### config.mk
export PLATFORM = sky130hd
export DESIGN_NAME = bapd_color
export DESIGN_NICKNAME = d
export VERILOG_FILES = /design/src/hw/rtl/bapd_pkg.sv /design/src/hw/rtl/bapd_color.sv
export SDC_FILE = /design/constraint.sdc
export NUM_CORES = 1
export LEC_CHECK = 0
export BUFFER_PORTS_ARGS = -buffer_cell sky130_fd_sc_hd__buf_2
export CAP_MARGIN = 10
export CORE_UTILIZATION = 37
export CTS_CLUSTER_DIAMETER = 150
export DETAILED_ROUTE_END_ITERATION = 16
export MAX_ROUTING_LAYER = met4
export PLACE_DENSITY = 0.79
export SLEW_MARGIN = 20
export SYNTH_ARGS = -nofsm -noshare
export SYNTH_HDL_FRONTEND = slang
export SYNTH_SLANG_ARGS = --single-unit
### constraint.sdc
create_clock -name clock -period 2.14 [get_ports clock]
set_input_delay 0.321 -clock clock [delete_from_list [all_inputs] [get_ports clock]]
set_output_delay 0.321 -clock clock [all_outputs]
set_load 0.02 [all_outputs]
### src/hw/rtl/bapd_pkg.sv
// ----------------------------------------------------------------------------
// bapd_pkg
// Shared types, sizes and palette for the bitmap/attribute pixel decoder.
// ----------------------------------------------------------------------------
package bapd_pkg;

   localparam int SCREEN_W     = 256;
   localparam int SCREEN_H     = 192;
   localparam int BITMAP_BYTES = 6144;
   localparam int ATTR_BYTES   = 768;
   localparam int STORE_BYTES  = BITMAP_BYTES + ATTR_BYTES;

   localparam int OFFSET_W   = 13;
   localparam int BITMAP_AW  = $clog2(BITMAP_BYTES);
   localparam int ATTR_AW    = $clog2(ATTR_BYTES);
   localparam int FRAME_W    = 5;
   localparam int FLASH_BIT  = 4;

   typedef enum logic [1:0] {
      FUNC_WRITE = 2'd0,
      FUNC_FRAME = 2'd1,
      FUNC_PIXEL = 2'd2
   } bapd_func_type;

   // control that travels with a pixel fetch while the store read is pending
   typedef struct packed {
      logic       valid;
      logic [2:0] bit_sel;
      logic       flash;
   } bapd_fetch_type;

   function automatic logic [23:0] bapd_palette(input logic [3:0] idx);
      logic [23:0] rgb;
      unique case (idx)
         4'd0:    rgb = 24'h000000;
         4'd1:    rgb = 24'h0000D7;
         4'd2:    rgb = 24'hD70000;
         4'd3:    rgb = 24'hD700D7;
         4'd4:    rgb = 24'h00D700;
         4'd5:    rgb = 24'h00D7D7;
         4'd6:    rgb = 24'hD7D700;
         4'd7:    rgb = 24'hD7D7D7;
         4'd8:    rgb = 24'h000000;
         4'd9:    rgb = 24'h0000FF;
         4'd10:   rgb = 24'hFF0000;
         4'd11:   rgb = 24'hFF00FF;
         4'd12:   rgb = 24'h00FF00;
         4'd13:   rgb = 24'h00FFFF;
         4'd14:   rgb = 24'hFFFF00;
         default: rgb = 24'hFFFFFF;
      endcase
      return rgb;
   endfunction

endpackage

### src/hw/rtl/bapd_color.sv
// ----------------------------------------------------------------------------
// bapd_color
// Pixel color resolve (bit select, bright, flash swap, palette) and the
// result output register.
// ----------------------------------------------------------------------------
module bapd_color import bapd_pkg::*; (
   input  logic           clock,
   input  logic           reset,
   input  bapd_fetch_type fetch,
   input  logic [7:0]     bitmap_byte,
   input  logic [7:0]     attr_byte,
   input  logic           rsp_stall,
   output logic           advance,
   output logic           rsp_valid,
   output logic [23:0]    rsp_pixel_rgb,
   output logic [3:0]     rsp_color_index
);

   logic        rsp_valid_ff;
   logic        rsp_valid_in;
   logic [23:0] rgb_ff;
   logic [3:0]  index_ff;
   logic [3:0]  index_in;
   logic        lit;
   logic        swap;
   logic [3:0]  ink;
   logic [3:0]  paper;

   assign advance = !rsp_valid_ff || !rsp_stall;

   always_comb begin
      lit      = bitmap_byte[3'd7 - fetch.bit_sel];
      ink      = {attr_byte[6], attr_byte[2:0]};
      paper    = {attr_byte[6], attr_byte[5:3]};
      swap     = attr_byte[7] && fetch.flash;
      index_in = (lit ^ swap) ? ink : paper;
   end

   always_comb begin
      rsp_valid_in = rsp_valid_ff;
      if (advance) begin
         rsp_valid_in = fetch.valid;
      end
   end

   always_ff @(posedge clock) begin
      if (reset) begin
         rsp_valid_ff <= 1'b0;
      end else begin
         rsp_valid_ff <= rsp_valid_in;
      end
   end

   always_ff @(posedge clock) begin
      if (advance && fetch.valid) begin
         index_ff <= index_in;
         rgb_ff   <= bapd_palette(index_in);
      end
   end

   assign rsp_valid       = rsp_valid_ff;
   assign rsp_pixel_rgb   = rgb_ff;
   assign rsp_color_index = index_ff;

`ifndef SYNTHESIS
   a_hold_on_stall: assert property (@(posedge clock) disable iff (reset)
      rsp_valid_ff && rsp_stall |=> rsp_valid_ff && $stable(index_ff))
      else $error("result beat lost or changed under stall");
   a_rgb_matches_index: assert property (@(posedge clock) disable iff (reset)
      rsp_valid_ff |-> rgb_ff == bapd_palette(index_ff))
      else $error("rgb does not match palette index");
   a_load_sets_valid: assert property (@(posedge clock) disable iff (reset)
      advance && fetch.valid |=> rsp_valid_ff)
      else $error("fetched pixel did not reach output");
`endif

endmodule

Word-level counts from Yosys, hierarchy flattened

Memory sizes are Yosys's and may differ from the RTL's. A register that Yosys moved wholly into a read port is not among the register bits.
Index checks and enable logic that the tools add are counted.

Memories kept: 1
Output and inout bits: 30
Word-level logic and storage cells: 14
Bits in read-only memories: 384
Bits in registers: 5
Input bits: 24

Memories:

| name            | words | width | rd ports | clocked after memory_dff | write ports | RTL line       | text |
|---|---|---|---|---|---|---|---|
| (no name shown) | 16    | 24    | 1        | 1                        | 0           | bapd_pkg.sv:34 | `unique case (idx)` |

Reduce and logical (&&, ||, !) cells: 5
Bitwise operators: 1
Add/subtract/negate cells: 1
Multiplexer cells: 3
Order comparisons: 1

Operators with widths:

| kind                  | count |
|---|---|
| $lt A3 B4 Y1 const B  | 1 |
| $bmux W1 S3           | 1 |
| $mux W3               | 1 |
| $sub A3 B3 Y3 const A | 1 |
| $logic_and A1 B1 Y1   | 2 |
| $logic_not A1 Y1      | 2 |
| $logic_or A1 B1 Y1    | 1 |
| $mux W1               | 1 |
| $xor A1 B1 Y1         | 1 |

Depth between registers and ports, before layout

Gate-level depths: netlist (run 1).

Depth after elaboration: 5
Depth in mapped cells: 4
Gate-level depth less buffers: 4

Worst setup path after synthesis (run 1)

OpenSTA, ideal clock, no wires.

Path kind: in2reg
Start: in fetch[1] (netlist bit)
End: reg rgb_ff[15] (netlist: rsp_pixel_rgb[15]) (data pin)
Library setup time: 0.265 ns
Arrival: 1.506 ns
Cell stages on the path: 4
Buffers on the path: 0
Slack: 0.369 ns
Data required time: 1.875 ns
Cells stage by stage: mux4_2 -> mux2i_4 -> nor2_1 -> or3_1

Longest elaborated chain between the ends: 5

RTL lines:

| element                       | RTL line         | text |
|---|---|---|
| start: declaration            | bapd_color.sv:9  | `input bapd_fetch_type fetch,` |
| $sub A3 B3 Y3                 | bapd_color.sv:32 | `lit = bitmap_byte[3'd7 - fetch.bit_sel];` |
| $bmux W1 S3                   | bapd_color.sv:32 |  |
| $mux W1 (implied by the code) | bapd_color.sv:32 |  |
| $xor A1 B1 Y1                 | bapd_color.sv:36 | `index_in = (lit ^ swap) ? ink : paper;` |
| $mux W3                       | bapd_color.sv:36 |  |
| net index_in[2]               | bapd_color.sv:23 | `logic [3:0] index_in;` |
| end: declaration              | bapd_color.sv:21 | `logic [23:0] rgb_ff;` |

The timed path passes the listed nets, and every way through them passes these cells. The select of a mux whose other input is x is not followed.
A chain may end at the register's enable or synchronous reset.

Worst setup path in the final report (run 1)

Same ends and word-level chain as after synthesis.

==> metrics.yaml, run 1 <==
powerDensity_nw_per_um2: 670.9
synth_cell_types: 14
cts_hold_buf: 0
numCtsBuffers: 3
crit_type: "primary input to flop"
portBuffers: 53
maxSlewViolCount: 0
hold_path_class: "primary input to flop"
grt_pass1_vias: 426
area_delta_synth_final_pct: 24.65
cp_max_fo: 9
cts_root_buffer: "clkbuf_4"
io_pins: 54
path_cells: "buf_2, mux4_2, mux2i_4, mux2i_1, or3_1"
synth_area_leaders: "edfxtp_1 (34%), buf_4 (25%), mux4_2 (7.2%), mux2i_1 (4.8%), nand3_1 (4.8%)"
clk_pin_slew_ns: 0.05
leakagePower_nw: 0.4068
grt_pass1_wl_um: 1587
dp_hpwl_um: 883.7
ant_nets: 0
core-area_um2: 1541
final_cell_mix: "buf_2 (53), edfxtp_1 (7), nand3_1 (6)"
finalSetupViolCount: 0
yosysSeqAreaShare: 0.3687
start_util: 0.4050
routabilityCongestion: 0.7457
status: "finished clean"
crit_required_ns: 2.13
netlist.area_leader.share: 0.3367
dieWidth_um: 43.08
grt_overflow: 0
cpMaxStageDelayCell: "mux4_2"
synth.avg_cell_area_um2: 10.24
vias_per_cell: 4.708
holdWs_ns: 0.2313
synth_area_um2: 624.3
yosys_warnings: 0
ctsResizeCount: 0
htree_levels: 1
synth_cells: 61
wl_per_cell_um: 9.434
grt_max_degree: 10
tightest_slew_ns: 0.3095
setup_tns_ns: 0
firstDrtPassIters: 4
row_count: 14
finalHoldViolations: 0
drive_gt1_frac: 0.6082
wirelength_um: 1066
antenna_found_initial: 0
ys_ff_latch: 8
cp-end-kind: "flop"
vias: 532
clock_latency_ns: 0.25
fin_nets: 122
netlist.top_cell.by_area: "edfxtp_1"
grt_use_total: 0.1238
min_period_ns: 1.723
layout.cells.most_common: "buf_2"
synth_fp_nets: 85
first_iter_violations: 4
slew_headroom: 0.7893
ir_worst_vdd_mv: 0.2553
cp-start-kind: "primary input"
timing.max_cap.violations: 0
finalCritPeriodShare: 0.8053
fmax_ghz: 0.5803
cts_buffer_depth: 2
cts_tree: "done"
diodes: 0
dieArea_um2: 1856
cp.arrival_ns: 1.71
ff2ff_path_depth: 2
rsz0062_at_grt: "false"
cts.sinks: 8
drc: 0
min_path_cells: 2
die_h_um: 43.08
fin_skew_ns: 0.007910
critPathMaxStageDelay_ns: 0.52
postCtsSetupBuffers: 0
==> Yosys cell counts <==
cell type and instances:
mux2i_4 1, mux2i_1 3, edfxtp_1 7, nand3_1 6, or3_1 3, nand2_1 5, buf_4 21, mux4_2 2
nor2_1 4, o31a_1 3, dfxtp_1 1, and2_1 1, a21oi_1 1, and3_1 3
==> cell type report <==
cell class | instances | area [um^2]
fillers | 149 | 763.2
repair buffers | 53 | 265.3
multi-input cells | 32 | 236.5
flip-flops and latches | 8 | 230.2
clock buffers | 4 | 26.28
well taps | 16 | 20.02
==> metrics by stage <==
stage	utilization	instance area [um^2]	power [W]	cells	worst slack, ns
6_report	0.5049	778.2	0.0005221	113	0.4167
5_1_grt	0.5049	778.2	0.0005458	113	0.3394
4_1_cts	0.5049	778.2	0.0005299	113	0.4234
3_5_place_dp	0.4878	752.0	0.0004072	109	0.1563
3_3_place_gp	0.4878	752.0	0.0004033	109	0.1924
2_1_floorplan	-	624.3	0.0003811	61	0.3686
==> path summary, 6_finish.rpt <==
| check | start | to | slack, ns |
|---|---|---|---|
| worst max register to register | rsp_valid | rsp_color_index[3] | 1.13 |
| worst max-delay path | fetch[1] | rsp_pixel_rgb[15] | 0.42 |
| worst min register to register | rsp_valid | rsp_valid | 0.55 |
| worst min-delay path | reset | rsp_valid | 0.23 |
==> report_power, final <==
part / leakage [nW] / switching, W / internal [W]
clock: 0.0150 / 0.0000488 / 0.0000711
sequential: 0.0774 / 0.0000101 / 0.000189
combinational: 0.314 / 0.000124 / 0.0000793
==> per-layer routing <==
layer	wire, um	track usage	vias up	part of all wire
met5	0	-	-	0
met4	25	0.1273	0	0.023
met3	101	0.02553	2	0.095
met2	547	0.2030	35	0.51
met1	391	0.1129	225	0.37
li1	-	-	270	-
==> worst max-delay path, delay by kind of cell <==
kind | cells | cell delay [ns]
multiplexers | 3 | 0.96
buffers and inverters | 1 | 0.11
AND/OR/NAND/NOR | 1 | 0.32
==> sequential cells by signal, indices dropped and copies added (netlist names) <==
register and flops:
rsp_pixel_rgb 6, rsp_valid 1, rsp_color_index 1
==> cells by family (layout without fill, tap and decap cells) <==
logic type | after synthesis | count (layout) | share of synthesized area
simple gates | 22 | 22 | 0.1724
buf+inv | 21 | 57 | 0.2525
flops | 8 | 8 | 0.3687
mux | 6 | 6 | 0.1563
compound gates | 4 | 4 | 0.05010
Power figures use the tool's default switching activity.
==> inputs of run 2 (changes only) <==
- clock period: 2.14 -> 1.7 ns (I/O delays scaled with it)
==> run 2 against run 1 <==
Utilization grew 0.49 points. Highest routed layer unchanged. First-iteration DRC count is 100% higher. Clock power increased by 27%. Global-route usage increased by 2.8 points. Worst setup slack worse by 0.38 ns. Critical path depth unchanged. Count of clock-buffer cells in the layout unchanged. Register-to-register slack worse by 0.46 ns.
==> metrics.yaml, run 2 (synthesis results as in run 1) <==
io_pins: 54  # unchanged
vias_per_cell: 4.842  # +2.8%
area_delta_synth_final_pct: 25.85
reg2reg_to: "rsp_pixel_rgb[13]"
routabilityCongestion: 0.7449  # -0.11%
min_period_ns: 1.660
ff2ff_path_depth: 2  # unchanged
p_clk_frac: 0.228  # -0.002
fillers: 152  # +2.0%
maxSlewViolCount: 0  # unchanged
min_path_cells: 2  # unchanged
cp-end-kind: "flop"
dp_hpwl_um: 1031  # +17%
wirelength_um: 1215  # +14%
numCtsBuffers: 3  # unchanged
grt_max_degree: 8  # -2
ant_nets: 0  # unchanged
cts.sinks: 8  # unchanged
firstDrtPassIters: 4  # unchanged
cp.arrival_ns: 1.65  # -0.06 ns
ir_worst_vdd_mv: 0.3159  # +24%
largest_reg_flops: 6  # unchanged
core-area_um2: 1541  # unchanged
layout.cells.most_common: "buf_2"
power.internal_w: 0.0004306  # +27%
portBuffers: 53  # unchanged
powerDensity_nw_per_um2: 847.4  # +26%
fin_skew_ns: 0.004392  # -0.003519 ns
leakagePower_nw: 0.4116  # +1.2%
cts_root_buffer: "clkbuf_4"
row_count: 14  # unchanged
cts_hold_buf: 0  # unchanged
diodes: 0  # unchanged
cts_buffer_depth: 2  # unchanged
multiInputGateArea_um2: 236.5  # unchanged
fin_nets: 123  # +0.82%
start_util: 0.4050  # unchanged
finalHoldViolations: 0  # unchanged
hold_path_class: "primary input to flop"
rrSetupSlack_ns: 0.67  # -0.46 ns
fmax_ghz: 0.6026
postCtsSetupBuffers: 0  # unchanged
final_cell_mix: "buf_2 (53), edfxtp_1 (7), nand3_1 (6)"
rr_startpoint: "rsp_valid"
seq_power_share: 0.376  # -0.005
clock_latency_ns: 0.25  # about the same
vias: 552  # +3.8%
cp_max_fo: 7  # -2
timing.max_cap.violations: 0  # unchanged
ctsResizeCount: 0  # unchanged
dieArea_um2: 1856  # unchanged
cp-start-kind: "primary input"
grt_overflow: 0  # unchanged
first_iter_violations: 8  # +4
htree_levels: 1  # unchanged
slew_headroom: 0.8051  # +0.01578
crit_type: "primary input to flop"
die_h_um: 43.08  # unchanged
finalSetupViolCount: 0  # unchanged
layout.cells.non_filler: 114  # +0.88%
hold-path-endpoint: "rsp_valid"
clk_pin_slew_ns: 0.05  # about the same
dieWidth_um: 43.08  # unchanged
grt_pass1_vias: 506  # +19%
cts_tree: "done"
share_comb_of_total_power: 0.396  # +0.006
tightest_slew_ns: 0.2863  # -0.02317 ns
wl_per_cell_um: 10.66  # +13%
drc: 0  # unchanged
grt_pass1_wl_um: 1869  # +18%
finalCritPeriodShare: 0.9762
status: "finished clean"
crit_required_ns: 1.69  # -0.44 ns
p_switching_w: 0.0002353  # +29%
swShare: 0.3534  # +0.002805
finish.utilization: 0.5097  # +0.004870
drive_gt1_frac: 0.6122  # +0.003997
rsz0062_at_grt: "true"
antenna_found_initial: 0  # unchanged
dp_cells: 110  # +0.92%
seq_area_um2: 230.2  # unchanged
grt_use_total: 0.1519  # +0.02814
hold_start: "reset"
-- run 2: layout make-up --
| class | count | area share |
|---|---|---|
| tap | 16 | 0.02548 |
| sequential | 8 | 0.2930 |
| multi-input combinational | 32 | 0.3010 |
| clock buffer | 4 | 0.03344 |
| timing repair buffer | 54 | 0.3471 |
-- run 2: worst max-delay path, cell delays in order --
cell	delay (ns)
buf_2	0.12
mux4_2	0.54
mux2i_4	0.28
nor2_1	0.11
or3_1	0.35
-- run 2: metrics by stage --
stage | TNS (ns) | instance area [um^2] | setup WS [ns] | hold slack, ns | total power, W
finish | 0 | 785.8 | 0.04044 | 0.1617 | 0.0006659
global route | -0.006863 | 785.8 | -0.003868 | 0.1849 | 0.0006995
CTS | 0 | 785.8 | 0.03638 | 0.1552 | 0.0006739
detailed placement | -1.148 | 759.5 | -0.2308 | 0.4201 | 0.0005195
global placement | -0.7580 | 759.5 | -0.1652 | 0.4108 | 0.0005128
floorplan | -0.01610 | 624.3 | -0.005367 | 0.3274 | 0.0004798
-- run 2: worst max path at each step --
stage	from	endpoint	slack, ns	cells past startpoint
after floorplan	fetch[1]	rsp_pixel_rgb[15]	-0.005	4
after global placement	fetch[1]	rsp_pixel_rgb[15]	-0.17	5
after detailed placement	fetch[1]	rsp_pixel_rgb[15]	-0.23	5
after CTS	fetch[1]	rsp_pixel_rgb[15]	0.04	5
after global routing	fetch[1]	rsp_pixel_rgb[7]	-0.004	5
final	fetch[1]	rsp_pixel_rgb[15]	0.04	5
-- run 2: power groups by stage --
stage,Clock [W],Combinational [W],Sequential [W]
floorplan,0,0.000202,0.000278
global placement,0,0.000259,0.000254
detailed placement,0,0.000265,0.000255
CTS,0.000158,0.000265,0.000251
global route,0.000163,0.000283,0.000254
finish,0.000152,0.000264,0.000250
-- run 2: layer usage --
layer / track usage / routed length [um] / vias to the layer above
met2: 0.2657 / 665 / 47
li1: - / - / 273
met5: - / 0 / -
met4: 0.1636 / 56 / 0
met1: 0.1213 / 368 / 228
met3: 0.02979 / 125 / 4
